**config.mk**
```make
export PLATFORM = sky130hd
export DESIGN_NAME = assembly_source_lexer_top
export DESIGN_NICKNAME = d
export VERILOG_FILES = /design/src/sv/asl_pkg.sv /design/src/sv/assembly_source_lexer_top.sv
export SDC_FILE = /design/constraint.sdc
export NUM_CORES = 1
export LEC_CHECK = 0
export BUFFER_PORTS_ARGS = -buffer_cell sky130_fd_sc_hd__buf_4
export CELL_PAD_IN_SITES_DETAIL_PLACEMENT = 0
export CELL_PAD_IN_SITES_GLOBAL_PLACEMENT = 2
export CORE_AREA = 2 2 201 203
export CTS_CLUSTER_DIAMETER = 30
export DETAILED_ROUTE_END_ITERATION = 10
export DIE_AREA = 0 0 203 205
export PLACE_DENSITY_LB_ADDON = 0.1
export SKIP_CTS_REPAIR_TIMING = 1
export SLEW_MARGIN = 20
export SYNTH_ARGS = -nofsm -noshare
export SYNTH_HDL_FRONTEND = slang
export SYNTH_SLANG_ARGS = --single-unit
```
**constraint.sdc**
```tcl
create_clock -name clk_i -period 7.24 [get_ports clk_i]
set_input_delay 0.724 -clock clk_i [delete_from_list [all_inputs] [get_ports clk_i]]
set_output_delay 0.724 -clock clk_i [all_outputs]
set_load 0.01 [all_outputs]
```
**src/sv/asl_pkg.sv**
```systemverilog
// shared types and constants for the assembly source lexer
package asl_pkg;

  // lexer modes, one-hot
  typedef enum logic [8:0] {
    M_IDLE    = 9'b000000001,
    M_COMMENT = 9'b000000010,
    M_WORD    = 9'b000000100,
    M_STR     = 9'b000001000,
    M_ESC     = 9'b000010000,
    M_HEX     = 9'b000100000,
    M_OCT     = 9'b001000000,
    M_LT      = 9'b010000000,
    M_GT      = 9'b100000000
  } asl_mode_e;

  // result kinds
  localparam logic [2:0] K_WBYTE = 3'd0;
  localparam logic [2:0] K_SBYTE = 3'd1;
  localparam logic [2:0] K_WEND  = 3'd2;
  localparam logic [2:0] K_SEND  = 3'd3;
  localparam logic [2:0] K_CHAR  = 3'd4;
  localparam logic [2:0] K_END   = 3'd5;

  // symbol values for merged shift tokens
  localparam logic [8:0] VAL_SHL = 9'd256;
  localparam logic [8:0] VAL_SHR = 9'd257;

  // configuration register indexes
  localparam int unsigned  CFG_IDX_BITS     = 1;
  localparam logic [0:0]   REG_COMMENT_CHAR = 1'd0;
  localparam logic [0:0]   REG_START_LINE   = 1'd1;
  localparam int unsigned  CFG_DATA_BITS    = 24;
  localparam int unsigned  OUT_LINE_BITS    = 24;
  localparam logic [8:0]   COMMENT_NONE     = 9'd256;

  // characters of interest
  localparam logic [7:0] CH_LF     = 8'h0A;
  localparam logic [7:0] CH_SPACE  = 8'h20;
  localparam logic [7:0] CH_SEMI   = 8'h3B;
  localparam logic [7:0] CH_SQUOTE = 8'h27;
  localparam logic [7:0] CH_DQUOTE = 8'h22;
  localparam logic [7:0] CH_BSLASH = 8'h5C;
  localparam logic [7:0] CH_LT     = 8'h3C;
  localparam logic [7:0] CH_GT     = 8'h3E;
  localparam logic [7:0] CH_X      = 8'h78;
  localparam logic [7:0] CH_0      = 8'h30;
  localparam logic [7:0] CH_7      = 8'h37;
  localparam logic [7:0] CH_9      = 8'h39;
  localparam logic [7:0] CH_DOT    = 8'h2E;
  localparam logic [7:0] CH_UNDER  = 8'h5F;
  localparam logic [7:0] CH_LA     = 8'h61;
  localparam logic [7:0] CH_LB     = 8'h62;
  localparam logic [7:0] CH_LF_E   = 8'h66;
  localparam logic [7:0] CH_LN     = 8'h6E;
  localparam logic [7:0] CH_LR     = 8'h72;
  localparam logic [7:0] CH_LT_E   = 8'h74;
  localparam logic [7:0] CH_LV     = 8'h76;
  localparam logic [7:0] CH_LZ     = 8'h7A;
  localparam logic [7:0] CH_UA     = 8'h41;
  localparam logic [7:0] CH_UF     = 8'h46;
  localparam logic [7:0] CH_UZ     = 8'h5A;

endpackage

```
**src/sv/assembly_source_lexer_top.sv**
```systemverilog
// assembly source lexer: byte stream in, token result stream out
//
//  channel   | direction | request moves
//  s_axis    | in        | tdata: ch; tuser: end_of_input
//  m_axis    | out       | tdata: value, line; tuser: kind, token_start, string_error; tlast
//  cfg       | in        | one register write per cycle with cfg_we_i high
//
// an item is decoded in the cycle it is taken and its results (up to three) land in a
// three-entry result buffer; it sends one result per cycle while m_axis_tready is high.
// an item with several results holds the input side while the single output port
// drains the buffer.
// the input takes a new request in the cycle the last buffered result leaves.
// reset is asynchronous: idle mode, empty buffer, line count 1, no comment byte.
module assembly_source_lexer_top #(
  parameter int unsigned LINE_BITS = 24
) (
  input  logic                                 clk_i,
  input  logic                                 rst_ni,
  // cfg write port
  input  logic                                 cfg_we_i,
  input  logic [asl_pkg::CFG_IDX_BITS-1:0]     cfg_index_i,
  input  logic [asl_pkg::CFG_DATA_BITS-1:0]    cfg_wdata_i,
  // input stream
  input  logic                                 s_axis_tvalid,
  output logic                                 s_axis_tready,
  input  logic [7:0]                           s_axis_tdata,  // [7:0] ch
  input  logic [0:0]                           s_axis_tuser,  // [0] end_of_input
  // result stream
  output logic                                 m_axis_tvalid,
  input  logic                                 m_axis_tready,
  output logic [39:0]                          m_axis_tdata,  // [8:0] value, [32:9] line
  output logic [4:0]                           m_axis_tuser,  // [2:0] kind, [3] token_start,
                                                              // [4] string_error
  output logic                                 m_axis_tlast
);

  localparam int unsigned NRES = 3;
  localparam int unsigned OUT_LINE_BITS_C = asl_pkg::OUT_LINE_BITS;

  // character classes
  function automatic logic is_ident(input logic [7:0] c);
    return (c >= asl_pkg::CH_LA && c <= asl_pkg::CH_LZ) ||
           (c >= asl_pkg::CH_UA && c <= asl_pkg::CH_UZ) ||
           (c >= asl_pkg::CH_0 && c <= asl_pkg::CH_9) ||
           c == asl_pkg::CH_DOT || c == asl_pkg::CH_UNDER;
  endfunction

  // {valid, digit}
  function automatic logic [4:0] hex_digit(input logic [7:0] c);
    logic [7:0] d;
    d = 8'd0;
    if (c >= asl_pkg::CH_0 && c <= asl_pkg::CH_9) begin
      d = c - asl_pkg::CH_0;
      return {1'b1, d[3:0]};
    end else if (c >= asl_pkg::CH_LA && c <= asl_pkg::CH_LF_E) begin
      d = c - asl_pkg::CH_LA + 8'd10;
      return {1'b1, d[3:0]};
    end else if (c >= asl_pkg::CH_UA && c <= asl_pkg::CH_UF) begin
      d = c - asl_pkg::CH_UA + 8'd10;
      return {1'b1, d[3:0]};
    end
    return 5'd0;
  endfunction

  // named escapes
  function automatic logic [7:0] esc_map(input logic [7:0] c);
    logic [7:0] r;
    r = c;
    case (c)
      asl_pkg::CH_LA:   r = 8'd7;
      asl_pkg::CH_LB:   r = 8'd8;
      asl_pkg::CH_LF_E: r = 8'd12;
      asl_pkg::CH_LN:   r = 8'd10;
      asl_pkg::CH_LR:   r = 8'd13;
      asl_pkg::CH_LT_E: r = 8'd9;
      asl_pkg::CH_LV:   r = 8'd11;
      default:          r = c;
    endcase
    return r;
  endfunction

  // state
  asl_pkg::asl_mode_e     mode_q, mode_d;
  logic [7:0]             quote_q, quote_d;
  logic [11:0]            esc_q, esc_d;
  logic [1:0]             dcnt_q, dcnt_d;
  logic                   fresh_q, fresh_d;
  logic [LINE_BITS-1:0]   lc_q, lc_step;
  logic                   nl_q;
  logic [8:0]             comment_q;

  // result buffer
  logic [2:0]             rkind_q [NRES];
  logic [8:0]             rval_q  [NRES];
  logic                   rstart_q[NRES];
  logic                   rerr_q  [NRES];
  logic [OUT_LINE_BITS_C-1:0] rline_q;
  logic [1:0]             cnt_q, rd_q;

  // next-result values
  logic [2:0]             rkind_d [NRES];
  logic [8:0]             rval_d  [NRES];
  logic                   rstart_d[NRES];
  logic                   rerr_d  [NRES];
  logic [1:0]             n_res;

  logic                   go, emit, ee, es;
  logic [2:0]             ek;
  logic [8:0]             ev;
  logic [4:0]             hd;
  logic                   dig_ok;
  logic [3:0]             dig;
  logic [11:0]            esc_sh;
  logic [1:0]             dcnt_inc;
  logic [7:0]             sym;

  logic [7:0]             c;
  logic                   eoi;
  logic                   in_fire, out_fire, last_out;
  logic [LINE_BITS+OUT_LINE_BITS_C-1:0] line_wide, start_wide;

  assign c   = s_axis_tdata;
  assign eoi = s_axis_tuser[0];

  // handshake
  assign m_axis_tvalid = (cnt_q != 2'd0);
  assign last_out      = ((rd_q + 2'd1) == cnt_q);
  assign s_axis_tready = !m_axis_tvalid || (m_axis_tready && last_out);
  assign in_fire       = s_axis_tvalid && s_axis_tready;
  assign out_fire      = m_axis_tvalid && m_axis_tready;

  // line number for this item
  assign lc_step = (nl_q && lc_q != {LINE_BITS{1'b1}}) ? lc_q + 1'b1 : lc_q;
  assign line_wide  = {{OUT_LINE_BITS_C{1'b0}}, lc_step};
  assign start_wide = {{LINE_BITS{1'b0}}, cfg_wdata_i};

  // decode one item: up to three passes over the mode, one result at most per pass
  always_comb begin
    mode_d  = mode_q;
    quote_d = quote_q;
    esc_d   = esc_q;
    dcnt_d  = dcnt_q;
    fresh_d = fresh_q;
    n_res   = 2'd0;
    go      = 1'b1;
    emit    = 1'b0;
    ek      = asl_pkg::K_CHAR;
    ev      = 9'd0;
    es      = 1'b0;
    ee      = 1'b0;
    hd      = 5'd0;
    dig_ok  = 1'b0;
    dig     = 4'd0;
    esc_sh  = 12'd0;
    dcnt_inc = 2'd0;
    sym     = 8'd0;
    for (int k = 0; k < NRES; k++) begin
      rkind_d[k]  = asl_pkg::K_CHAR;
      rval_d[k]   = 9'd0;
      rstart_d[k] = 1'b0;
      rerr_d[k]   = 1'b0;
    end
    for (int i = 0; i < NRES; i++) begin
      emit = 1'b0;
      ek   = asl_pkg::K_CHAR;
      ev   = 9'd0;
      es   = 1'b0;
      ee   = 1'b0;
      if (go) begin
        go = 1'b0;
        if (eoi) begin
          // flush whatever is open, then the end result
          unique case (mode_d)
            asl_pkg::M_WORD: begin
              emit = 1'b1; ek = asl_pkg::K_WEND;
              mode_d = asl_pkg::M_IDLE; go = 1'b1;
            end
            asl_pkg::M_STR, asl_pkg::M_ESC: begin
              emit = 1'b1; ek = asl_pkg::K_SEND; es = fresh_d; ee = 1'b1;
              fresh_d = 1'b0; mode_d = asl_pkg::M_IDLE; go = 1'b1;
            end
            asl_pkg::M_HEX, asl_pkg::M_OCT: begin
              emit = 1'b1; ek = asl_pkg::K_SBYTE; ev = {1'b0, esc_d[7:0]}; es = fresh_d;
              fresh_d = 1'b0; mode_d = asl_pkg::M_STR; go = 1'b1;
            end
            asl_pkg::M_LT: begin
              emit = 1'b1; ev = {1'b0, asl_pkg::CH_LT};
              mode_d = asl_pkg::M_IDLE; go = 1'b1;
            end
            asl_pkg::M_GT: begin
              emit = 1'b1; ev = {1'b0, asl_pkg::CH_GT};
              mode_d = asl_pkg::M_IDLE; go = 1'b1;
            end
            default: begin
              emit = 1'b1; ek = asl_pkg::K_END;
              mode_d = asl_pkg::M_IDLE;
            end
          endcase
        end else begin
          unique case (mode_d)
            asl_pkg::M_COMMENT: begin
              if (c == asl_pkg::CH_LF) begin
                mode_d = asl_pkg::M_IDLE; go = 1'b1;
              end
            end
            asl_pkg::M_WORD: begin
              if (is_ident(c)) begin
                emit = 1'b1; ek = asl_pkg::K_WBYTE; ev = {1'b0, c};
              end else begin
                emit = 1'b1; ek = asl_pkg::K_WEND;
                mode_d = asl_pkg::M_IDLE; go = 1'b1;
              end
            end
            asl_pkg::M_STR: begin
              if (c == quote_d) begin
                emit = 1'b1; ek = asl_pkg::K_SEND; es = fresh_d;
                fresh_d = 1'b0; mode_d = asl_pkg::M_IDLE;
              end else if (c == asl_pkg::CH_LF) begin
                emit = 1'b1; ek = asl_pkg::K_SEND; es = fresh_d; ee = 1'b1;
                fresh_d = 1'b0; mode_d = asl_pkg::M_IDLE; go = 1'b1;
              end else if (c == asl_pkg::CH_BSLASH) begin
                mode_d = asl_pkg::M_ESC;
              end else begin
                emit = 1'b1; ek = asl_pkg::K_SBYTE; ev = {1'b0, c}; es = fresh_d;
                fresh_d = 1'b0;
              end
            end
            asl_pkg::M_ESC: begin
              if (c == asl_pkg::CH_LF) begin
                emit = 1'b1; ek = asl_pkg::K_SEND; es = fresh_d; ee = 1'b1;
                fresh_d = 1'b0; mode_d = asl_pkg::M_IDLE; go = 1'b1;
              end else if (c == asl_pkg::CH_X) begin
                esc_d = 12'd0; dcnt_d = 2'd0; mode_d = asl_pkg::M_HEX;
              end else if (c >= asl_pkg::CH_0 && c <= asl_pkg::CH_7) begin
                esc_d = {9'd0, c[2:0]}; dcnt_d = 2'd1; mode_d = asl_pkg::M_OCT;
              end else begin
                emit = 1'b1; ek = asl_pkg::K_SBYTE; ev = {1'b0, esc_map(c)}; es = fresh_d;
                fresh_d = 1'b0; mode_d = asl_pkg::M_STR;
              end
            end
            asl_pkg::M_HEX, asl_pkg::M_OCT: begin
              hd = hex_digit(c);
              if (mode_d == asl_pkg::M_HEX) begin
                dig_ok = hd[4];
                dig    = hd[3:0];
                esc_sh = {esc_d[7:0], 4'd0};
              end else begin
                dig_ok = (c >= asl_pkg::CH_0 && c <= asl_pkg::CH_7);
                dig    = {1'b0, c[2:0]};
                esc_sh = {esc_d[8:0], 3'd0};
              end
              if (!dig_ok) begin
                // digit run ended early: emit value and lex this byte as string text
                emit = 1'b1; ek = asl_pkg::K_SBYTE; ev = {1'b0, esc_d[7:0]}; es = fresh_d;
                fresh_d = 1'b0; mode_d = asl_pkg::M_STR; go = 1'b1;
              end else begin
                esc_d    = esc_sh + {8'd0, dig};
                dcnt_inc = dcnt_d + 2'd1;
                dcnt_d   = dcnt_inc;
                if (dcnt_inc == 2'd3) begin
                  emit = 1'b1; ek = asl_pkg::K_SBYTE; ev = {1'b0, esc_d[7:0]}; es = fresh_d;
                  fresh_d = 1'b0; mode_d = asl_pkg::M_STR;
                end
              end
            end
            asl_pkg::M_LT, asl_pkg::M_GT: begin
              sym    = (mode_d == asl_pkg::M_LT) ? asl_pkg::CH_LT : asl_pkg::CH_GT;
              mode_d = asl_pkg::M_IDLE;
              emit   = 1'b1;
              if (c == sym) begin
                ev = (sym == asl_pkg::CH_LT) ? asl_pkg::VAL_SHL : asl_pkg::VAL_SHR;
              end else begin
                ev = {1'b0, sym};
                go = 1'b1;
              end
            end
            default: begin
              mode_d = asl_pkg::M_IDLE;
              if (c != asl_pkg::CH_LF && {1'b0, c} == comment_q) begin
                mode_d = asl_pkg::M_COMMENT;
              end else if (c <= asl_pkg::CH_SPACE && c != asl_pkg::CH_LF) begin
                mode_d = asl_pkg::M_IDLE;
              end else if (is_ident(c)) begin
                emit = 1'b1; ek = asl_pkg::K_WBYTE; ev = {1'b0, c}; es = 1'b1;
                mode_d = asl_pkg::M_WORD;
              end else if (c == asl_pkg::CH_SQUOTE || c == asl_pkg::CH_DQUOTE) begin
                quote_d = c; fresh_d = 1'b1; mode_d = asl_pkg::M_STR;
              end else if (c == asl_pkg::CH_LT) begin
                mode_d = asl_pkg::M_LT;
              end else if (c == asl_pkg::CH_GT) begin
                mode_d = asl_pkg::M_GT;
              end else begin
                emit = 1'b1;
                ev = (c == asl_pkg::CH_LF) ? {1'b0, asl_pkg::CH_SEMI} : {1'b0, c};
              end
            end
          endcase
        end
        // store into the next free result slot
        if (emit && n_res < 2'd3) begin
          rkind_d[n_res]  = ek;
          rval_d[n_res]   = ev;
          rstart_d[n_res] = es;
          rerr_d[n_res]   = ee;
          n_res = n_res + 2'd1;
        end
      end
    end
  end

  // lexer state and config
  always_ff @(posedge clk_i or negedge rst_ni) begin
    if (!rst_ni) begin
      mode_q    <= asl_pkg::M_IDLE;
      quote_q   <= 8'd0;
      esc_q     <= 12'd0;
      dcnt_q    <= 2'd0;
      fresh_q   <= 1'b0;
      lc_q      <= {{(LINE_BITS-1){1'b0}}, 1'b1};
      nl_q      <= 1'b0;
      comment_q <= asl_pkg::COMMENT_NONE;
    end else if (cfg_we_i) begin
      unique case (cfg_index_i)
        asl_pkg::REG_COMMENT_CHAR: comment_q <= cfg_wdata_i[8:0];
        asl_pkg::REG_START_LINE: begin
          lc_q <= start_wide[LINE_BITS-1:0];
          nl_q <= 1'b0;
        end
        default: ;
      endcase
    end else if (in_fire) begin
      mode_q  <= mode_d;
      quote_q <= quote_d;
      esc_q   <= esc_d;
      dcnt_q  <= dcnt_d;
      fresh_q <= fresh_d;
      lc_q    <= lc_step;
      nl_q    <= !eoi && c == asl_pkg::CH_LF;
    end
  end

  // result buffer control
  always_ff @(posedge clk_i or negedge rst_ni) begin
    if (!rst_ni) begin
      cnt_q <= 2'd0;
      rd_q  <= 2'd0;
    end else if (in_fire) begin
      cnt_q <= n_res;
      rd_q  <= 2'd0;
    end else if (out_fire) begin
      if (last_out) begin
        cnt_q <= 2'd0;
        rd_q  <= 2'd0;
      end else begin
        rd_q <= rd_q + 2'd1;
      end
    end
  end

  // result buffer payload
  always_ff @(posedge clk_i) begin
    if (in_fire) begin
      for (int k = 0; k < NRES; k++) begin
        rkind_q[k]  <= rkind_d[k];
        rval_q[k]   <= rval_d[k];
        rstart_q[k] <= rstart_d[k];
        rerr_q[k]   <= rerr_d[k];
      end
      rline_q <= line_wide[OUT_LINE_BITS_C-1:0];
    end
  end

  // output mux
  assign m_axis_tdata = {7'd0, rline_q, rval_q[rd_q]};
  assign m_axis_tuser = {rerr_q[rd_q], rstart_q[rd_q], rkind_q[rd_q]};
  assign m_axis_tlast = last_out;

  // checks
  a_accept_only_on_drain: assert property (@(posedge clk_i) disable iff (!rst_ni)
    (s_axis_tready && m_axis_tvalid) |-> (m_axis_tready && m_axis_tlast))
    else $error("input taken while buffered results remain");

  a_end_is_last: assert property (@(posedge clk_i) disable iff (!rst_ni)
    (m_axis_tvalid && m_axis_tuser[2:0] == asl_pkg::K_END) |-> m_axis_tlast)
    else $error("end result not last of its item");

  a_start_kinds: assert property (@(posedge clk_i) disable iff (!rst_ni)
    (m_axis_tvalid && m_axis_tuser[3]) |->
      (m_axis_tuser[2:0] == asl_pkg::K_WBYTE || m_axis_tuser[2:0] == asl_pkg::K_SBYTE ||
       m_axis_tuser[2:0] == asl_pkg::K_SEND))
    else $error("token start on wrong kind");

  a_error_kind: assert property (@(posedge clk_i) disable iff (!rst_ni)
    (m_axis_tvalid && m_axis_tuser[4]) |-> (m_axis_tuser[2:0] == asl_pkg::K_SEND))
    else $error("string error outside string end");

endmodule
```
==> run_results.csv, run 1 <==
group,metric,value,unit
floorplan,die_area,41600,µm²
power_and_ir_drop,p_seq_frac,0.348,
floorplan,die_h,205,µm
sta,rsz0062_at_grt,"no",
layout,final_common_cell,"nand2_1",
logic_synthesis,syn_area,9700,µm²
routing,drtIter0Drc,532,
grt,grt_pass1_wl,58100,µm
clock_tree,clock-sinks,132,
logic_synthesis,synth_flop_cell,"edfxtp_1",
sta,worst_pin_slew,1.13,ns
layout,fin_nets,1200,
logic_synthesis,async_flop_share,0.500,
routing,detail-route-antenna-nets,0,
clock_tree,clk_pin_slew,0.07,ns
sta,finalCriticalPeriod,5.86,ns
sta,finalMaxSlewViolations,0,
routing,firstDrtPassIters,6,
power_and_ir_drop,p_sw_frac,0.400,
sta,setup_viol_count_final,0,
job,maxCapViolations,0,
critical_path,critPathMostFrequentCell,"ha_1",
routing,via_per_inst,5.16,
grt,grt-ovfl-total,0,
grt,grt_usage,0.190,
power_and_ir_drop,peakVddDrop,0.000184,V
clock_tree,cts_root_buf,"clkbuf_16",
floorplan,die_w,203,µm
power_and_ir_drop,power_density,307,nW/µm²
critical_path,cp.arrival,6.15,ns
floorplan,core,39400,µm²
power_and_ir_drop,leakage,0.00436,µW
logic_synthesis,synth_edf_count,66,
critical_path,critPathLaunch,"s_axis_tdata[0]",
critical_path,cp_slowest_cell,"or4b_4",
sta,hold_violations,0,
floorplan,initial_core_util,0.246,
clock_tree,clkLatencyLatePin,0.45,ns
power_and_ir_drop,netSwitchingPower,1400,µW
layout,final_cell_mix,"141 x nand2_1, 95 x nor2_1, 95 x buf_4",
sta,maxSlewHeadroom,0.236,
critical_path,required,7.52,ns
clock_tree,clock_path_buffers,2,
critical_path,cp_max_fo,14,
critical_path,crit_chain,"buf_4 -> inv_1 -> ha_1 -> or4b_4 -> o41ai_4 -> o22ai_2 -> o21ai_2 -> buf_4 -> nand2_1 -> o21ai_0 -> a222oi_1 -> ha_1 -> o22ai_2 -> nand2_1 -> ha_1 -> mux2i_1 -> inv_1 -> ha_1 -> a211oi_4 -> nand2_2 -> a311o_2 -> o21ai_1",
power_and_ir_drop,combPwrFrac,0.390,
logic_synthesis,syn_inst,1088,
routing,vias,8678,
sta,max_freq,0.171,GHz
routing,wl_per_cell,23.3,µm
critical_path,critPathMaxStageDelay,0.56,ns
critical_path,rr_worst_depth,17,
clock_tree,htree_num_levels,4,
hold_path,hp-class,"in2async",
power_and_ir_drop,p_clk_frac,0.263,
critical_path,worstSetupStartpointType,"primary input",
grt,grt_pass1_vias,8585,
critical_path,cp.depth,22,
placement,gp_congestion,0.839,
sta,clock_skew,0.0130,ns
power_and_ir_drop,finalPower,3500,µW
clock_tree,cts_buffers,17,
routing,wl,39200,µm
grt,antenna_found_initial,0,
critical_path,reg2reg_from,"mode_q[5]$_DFFE_PN0P_",
sta,finalCritPeriodShare,0.810,
critical_path,crit_type,"in2reg",
layout,syn_to_final_growth,17.4,%
placement,port-buffer-count,79,
logic_synthesis,ys_ff_latch,132,
sta,whs,0.133,ns
power_and_ir_drop,power.internal,2100,µW
critical_path,crit_buf_inv,4,
logic_synthesis,ys_seq_area_frac,0.375,
logic_synthesis,synth.avg_cell_area,8.92,µm²
logic_synthesis,yosys_warnings,0,
placement,place_inst,1651,
run_status,outcome,"completed",
critical_path,path_delay_family,"compound AO/OA/AOI/OAI gates",
layout,layout-drive-gt1-share,0.178,
placement,post-dp-hpwl,29500,µm
grt,grt_max_degree,59,
logic_synthesis,netlist-cell-type-count,108,
routing,drc,0,
floorplan,ios,87,
clock_tree,cts_tree,"done",
layout,final_cells,1683,
floorplan,fp-row-count,73,
sta,finalSetupTns,0,ns
layout,diodes,0,
critical_path,end_kind,"register",
synth_stat cells, drive strengths merged, types with 9 or more instances:
library cell	instances	area, µm²
nand2	142	536
and4	9	78.8
nand3	31	160
nand4	15	100
edfxtp	66	1980
or2	9	56.3
nand2b	10	62.6
a22oi	13	97.6
a311oi	10	93.8
mux2	15	169
mux2i	27	270
o21ai	96	492
buf	35	213
dfrtp	63	1580
a21oi	58	324
ha	16	200
inv	25	93.8
xnor2	23	201
nor4	9	83.8
and3	13	81.3
a22o	9	78.8
a31oi	13	111
o22ai	10	75.1
a211oi	10	108
nor3	37	201
xor2	28	245
and2	9	58.8
o21bai	9	67.6
clkbuf	39	146
nor2b	12	75.1
nor2	96	363
registers in the layout, indices dropped and copies added, names as in the netlist:
name,cells
rline_q,24
quote_q,8
rd_q,2
cnt_q,2
mode_q,9
comment_q,9
rstart_q,3
rerr_q,3
lc_q,24
dcnt_q,2
esc_q,8
fresh_q,1
rval_q,27
nl_q,1
rkind_q,9
path summary, 6_finish.rpt:
kind | to | slack, ns
setup / recovery | rval_q[1][1]$_DFFE_PP_ | 1.38
hold / removal | esc_q[1]$_DFFE_PN0P_ | 0.13
setup reg to reg | rval_q[1][1]$_DFFE_PP_ | 1.54
hold reg to reg | quote_q[5]$_DFFE_PN0P_ | 0.50
max in group asynchronous | rd_q[1]$_DFFE_PN0P_ | 6.04
min in group clk_i | quote_q[5]$_DFFE_PN0P_ | 0.50
logic make-up (layout without fill, tap and decap cells):
logic type | Yosys count | count (layout) | share of synthesized area
compound gates | 318 | 318 | 0.239
flops | 132 | 132 | 0.375
simple gates | 427 | 427 | 0.226
buf+inv | 100 | 153 | 0.0471
fa+ha+maj | 16 | 16 | 0.0206
xor+xnor | 51 | 51 | 0.0460
other cells | 2 | 19 | 0.000774
mux | 42 | 42 | 0.0453
worst reg2reg max path, stage by stage, from the launching register on:
cell and delay (ns):
dfrtp_1 0.90, nand4_1 0.81, nand2_1 0.42, o21ai_2 0.09
buf_4 0.19, o21ai_0 0.25, a222oi_1 0.15, ha_1 0.29
o22ai_2 0.40, nand2_1 0.14, ha_1 0.30, mux2i_1 0.34
inv_1 0.12, ha_1 0.24, a211oi_4 0.32, nand2_2 0.14
a311o_2 0.37, o21ai_1 0.10
per-stage QoR:
stage | setup slack (ns) | area, µm² | util
finish | 1.38 | 11400 | 0.289
global route | 0.899 | 11400 | 0.289
CTS | 1.43 | 11400 | 0.289
detailed placement | 0.942 | 10800 | 0.274
global placement | 1.04 | 10800 | 0.274
floorplan | 1.55 | 9770 | -
area by class of cell:
class / instances / area, µm²
repair buffers: 95 / 713
flip-flops and latches: 132 / 3640
well taps: 525 / 657
clock buffers: 19 / 453
fillers: 4185 / 28000
multi-input cells: 873 / 5680
inverters: 26 / 97.6
clock inverters: 13 / 156
routing by layer:
layer  up-vias  share of wire  GRT usage
met2       216           0.46      0.307
met4         0          0.027     0.0660
li1       4149              -          -
met3        55          0.043     0.0332
met5         -              0          0
met1      4258           0.47      0.255
power groups by stage:
stage	Combinational (µW)	Clock, µW	Sequential (µW)
after CTS	1380	952	1220
after global placement	1390	0	1230
after global routing	1500	978	1250
after detailed placement	1370	0	1230
after floorplan	854	0	1170
final	1360	919	1220
(Power assumes the default switching activity.)
==> run 2, diff against run 1 <==
--- a/config.mk
+++ b/config.mk
@@ -5,13 +5,14 @@
 export SDC_FILE = /design/constraint.sdc
 export NUM_CORES = 1
 export LEC_CHECK = 0
+export ABC_AREA = 1
 export BUFFER_PORTS_ARGS = -buffer_cell sky130_fd_sc_hd__buf_4
 export CELL_PAD_IN_SITES_DETAIL_PLACEMENT = 0
 export CELL_PAD_IN_SITES_GLOBAL_PLACEMENT = 2
-export CORE_AREA = 2 2 201 203
+export CORE_AREA = 2 2 204 206
 export CTS_CLUSTER_DIAMETER = 30
 export DETAILED_ROUTE_END_ITERATION = 10
-export DIE_AREA = 0 0 203 205
+export DIE_AREA = 0 0 206 208
 export PLACE_DENSITY_LB_ADDON = 0.1
 export SKIP_CTS_REPAIR_TIMING = 1
 export SLEW_MARGIN = 20
==> constraint.sdc (replaced) <==
create_clock -name clk_i -period 4.9 [get_ports clk_i]
set_input_delay 0.49 -clock clk_i [delete_from_list [all_inputs] [get_ports clk_i]]
set_output_delay 0.49 -clock clk_i [all_outputs]
set_load 0.01 [all_outputs]
==> run 2 against run 1 <==
Effect of this change:
- total power up 73%
- critical endpoint is now rval_q[0][5]$_DFFE_PP_
- critical path type is now reg2reg
- largest power group unchanged
- combinational power up 120%
- worst setup slack worse by 0.91 ns
- via count increased by 11%
- critical path depth up 3
==> run_results.csv, run 2 <==
group,metric,value,unit
layout,final_cell_mix,"330 x nand2_1, 151 x inv_1, 140 x nor2_1",
routing,via_per_inst,4.75,
logic_synthesis,synth_flop_cell,"edfxtp_1",
sta,finalCritPeriodShare,0.904,
routing,drtIter0Drc,657,
routing,wl_per_cell,20.5,µm
sta,max_freq,0.226,GHz
critical_path,critPathMostFrequentCell,"nand2_1",
critical_path,cp_slowest_cell,"dfstp_2",
floorplan,ios,87,
layout,layout-drive-gt1-share,0.178,
logic_synthesis,synth_edf_count,66,
logic_synthesis,yosys_warnings,0,
logic_synthesis,synth_top_cell_by_area,"edfxtp_1",
critical_path,end_kind,"register",
sta,finalSetupTns,0,ns
sta,finalMaxSlewViolations,0,
logic_synthesis,synth_top_cell_area_share,0.198,
logic_synthesis,yosys.cell_count.top_type,"nand2_1",
routing,detail-route-antenna-nets,0,
clock_tree,cts_buffers,17,
layout,final_common_cell,"nand2_1",
layout,fin_nets,1544,
placement,place_area,11300,µm²
critical_path,cp.arrival,4.62,ns
sta,setup_viol_count_final,0,
grt,grt_usage,0.200,
floorplan,die_h,208,µm
sta,maxSlewHeadroom,0.365,
placement,post-dp-hpwl,32300,µm
clock_tree,clock-sinks,132,
clock_tree,cts_tree,"done",
layout,syn_to_final_growth,18.3,%
routing,wl,41800,µm
layout,design_area,11900,µm²
logic_synthesis,async_flop_share,0.500,
placement,gp_congestion,0.911,
grt,grt_pass1_wl,63400,µm
placement,port-buffer-count,79,
layout,largest_reg_flops,27,
critical_path,crit_buf_inv,5,
routing,drc,0,
power_and_ir_drop,power_density,510,nW/µm²
critical_path,worstSetupStartpointType,"register",
sta,whs,0.322,ns
grt,grt_pass1_vias,9982,
floorplan,core,40600,µm²
sta,hold_violations,0,
clock_tree,clkLatencyLatePin,0.45,ns
routing,vias,9671,
sta,clock_skew,0.0131,ns
floorplan,fp-row-count,74,
logic_synthesis,netlist-cell-type-count,64,
power_and_ir_drop,finalPower,6050,µW
clock_tree,cts_root_buf,"clkbuf_16",
sta,fin_ws,0.471,ns
clock_tree,htree_num_levels,4,
floorplan,die_w,206,µm
layout,reg_top3,"rval_q (27), lc_q (24), rline_q (24)",
logic_synthesis,ys_seq_area_frac,0.363,
grt,grt-ovfl-total,0,
logic_synthesis,syn_inst,1399,
logic_synthesis,synth.avg_cell_area,7.16,µm²
sta,worst_pin_slew,0.952,ns
layout,diodes,0,
floorplan,initial_core_util,0.247,
power_and_ir_drop,peakVddDrop,0.000214,V
sta,finalCriticalPeriod,4.43,ns
critical_path,critPathMaxStageDelay,0.56,ns
logic_synthesis,synth_common_cells,"330 x nand2_1, 152 x inv_1, 142 x nor2_1",
logic_synthesis,syn_area,10000,µm²
critical_path,crit_type,"reg2reg",
power_and_ir_drop,leakage,0.00542,µW
logic_synthesis,synth_area_leaders,"edfxtp_1 20%, dfrtp_1 16%, nand2_1 12%",
floorplan,die_area,42800,µm²
placement,pre_cts_ws,0.200,ns
critical_path,required,5.09,ns
critical_path,cp_max_fo,10,
grt,antenna_found_initial,0,
sta,rsz0062_at_grt,"no",
job,maxCapViolations,0,
routing,firstDrtPassIters,5,
hold_path,hp-class,"in2reg",
grt,grt_max_degree,66,
logic_synthesis,ys_ff_latch,132,
clock_tree,clock_path_buffers,2,
layout,largest-register,"rval_q",
clock_tree,clk_pin_slew,0.06,ns
run_status,outcome,"completed",
critical_path,path_delay_family,"simple AND/OR/NAND/NOR gates",
run 2: cell types whose count changed in the layout (fill, tap and decap cells not counted), moves of 19 or more:
cell     previous run  this run
mux2i_1            27         1
a21oi_1            51        77
o21ai_0            87       124
nand3_1            30        77
nor2_1             95       140
nor2_2              1        20
inv_1              25       151
nand2_2             1        23
inv_2               0        31
nand2_1           141       330
run 2: worst paths after layout:
kind	startpoint	to	slack, ns	cells past startpoint
setup / recovery	mode_q[0]$_DFFE_PN1P_	rval_q[0][5]$_DFFE_PP_	0.47	25
hold / removal	cfg_wdata_i[1]	comment_q[1]$_DFFE_PN0P_	0.32	2
setup reg to reg	mode_q[0]$_DFFE_PN1P_	rval_q[0][5]$_DFFE_PP_	0.47	25
hold reg to reg	comment_q[8]$_DFFE_PN1P_	comment_q[8]$_DFFE_PN1P_	0.50	2
max in group asynchronous	rst_ni	lc_q[20]$_DFFE_PN0P_	3.36	3
min in group asynchronous	rst_ni	mode_q[2]$_DFFE_PN0P_	0.44	2
run 2: through the flow:
step / std cells / utilization
after CTS: 2033 / 0.292
after global placement: 2001 / 0.278
after detailed placement: 2001 / 0.278
final: 2034 / 0.292
after global routing: 2034 / 0.292
after floorplan: 1416 / -
run 2: power breakdown:
| group | total [µW] | internal, µW | switching (µW) |
|---|---|---|---|
| registers | 1830 | 1600 | 236 |
| logic | 2930 | 958 | 1970 |
| clock network | 1290 | 759 | 528 |
run 2: layout make-up:
cell class              instances  area [µm²]
clock buffers                  23         489
flip-flops and latches        132        3640
inverters                     186         713
clock inverters                 9        93.8
multi-input cells            1046        5460
fillers                      4536       28700
repair buffers                106         798
well taps                     532         666
run 2: cell families (layout without fill, tap and decap cells):
logic type / after synthesis / in the layout / share of synthesized area
and+or+nand+nor: 686 / 686 / 0.321
AOI/OAI and AO/OA: 291 / 291 / 0.166
buffers and inverters: 238 / 324 / 0.0994
DFF: 132 / 132 / 0.363
xor gates and xnor gates: 32 / 32 / 0.0280
adders and majority gates: 16 / 16 / 0.0200
other: 2 / 19 / 0.000749
muxes: 2 / 2 / 0.00212
run 2: worst register-to-register path: stages, from the launching register on:
cell and delay [ns]:
dfstp_2 0.56, nor2_2 0.06, nand3_1 0.19, nor2_1 0.07, nand2_1 0.22, nand2_2 0.10, inv_2 0.06, nand2_1 0.11
nand2_1 0.23, inv_1 0.15, a21oi_1 0.22, a21oi_1 0.09, ha_1 0.21, inv_1 0.11, nand3_2 0.13, nand2_1 0.16
nand4_2 0.13, ha_1 0.29, inv_1 0.03, o21ai_1 0.27, ha_1 0.31, nor2_8 0.08, nand2_4 0.15, inv_8 0.07
nor2_1 0.14, a21oi_2 0.04
run 2: metal layers:
layer	global-route usage	vias to the layer above	share of wire	routed length, µm
met5	0	-	0	0
met2	0.331	247	0.48	19900
met4	0.0690	0	0.030	1270
met1	0.264	4575	0.46	19100
li1	-	4794	-	-
met3	0.0321	55	0.036	1500
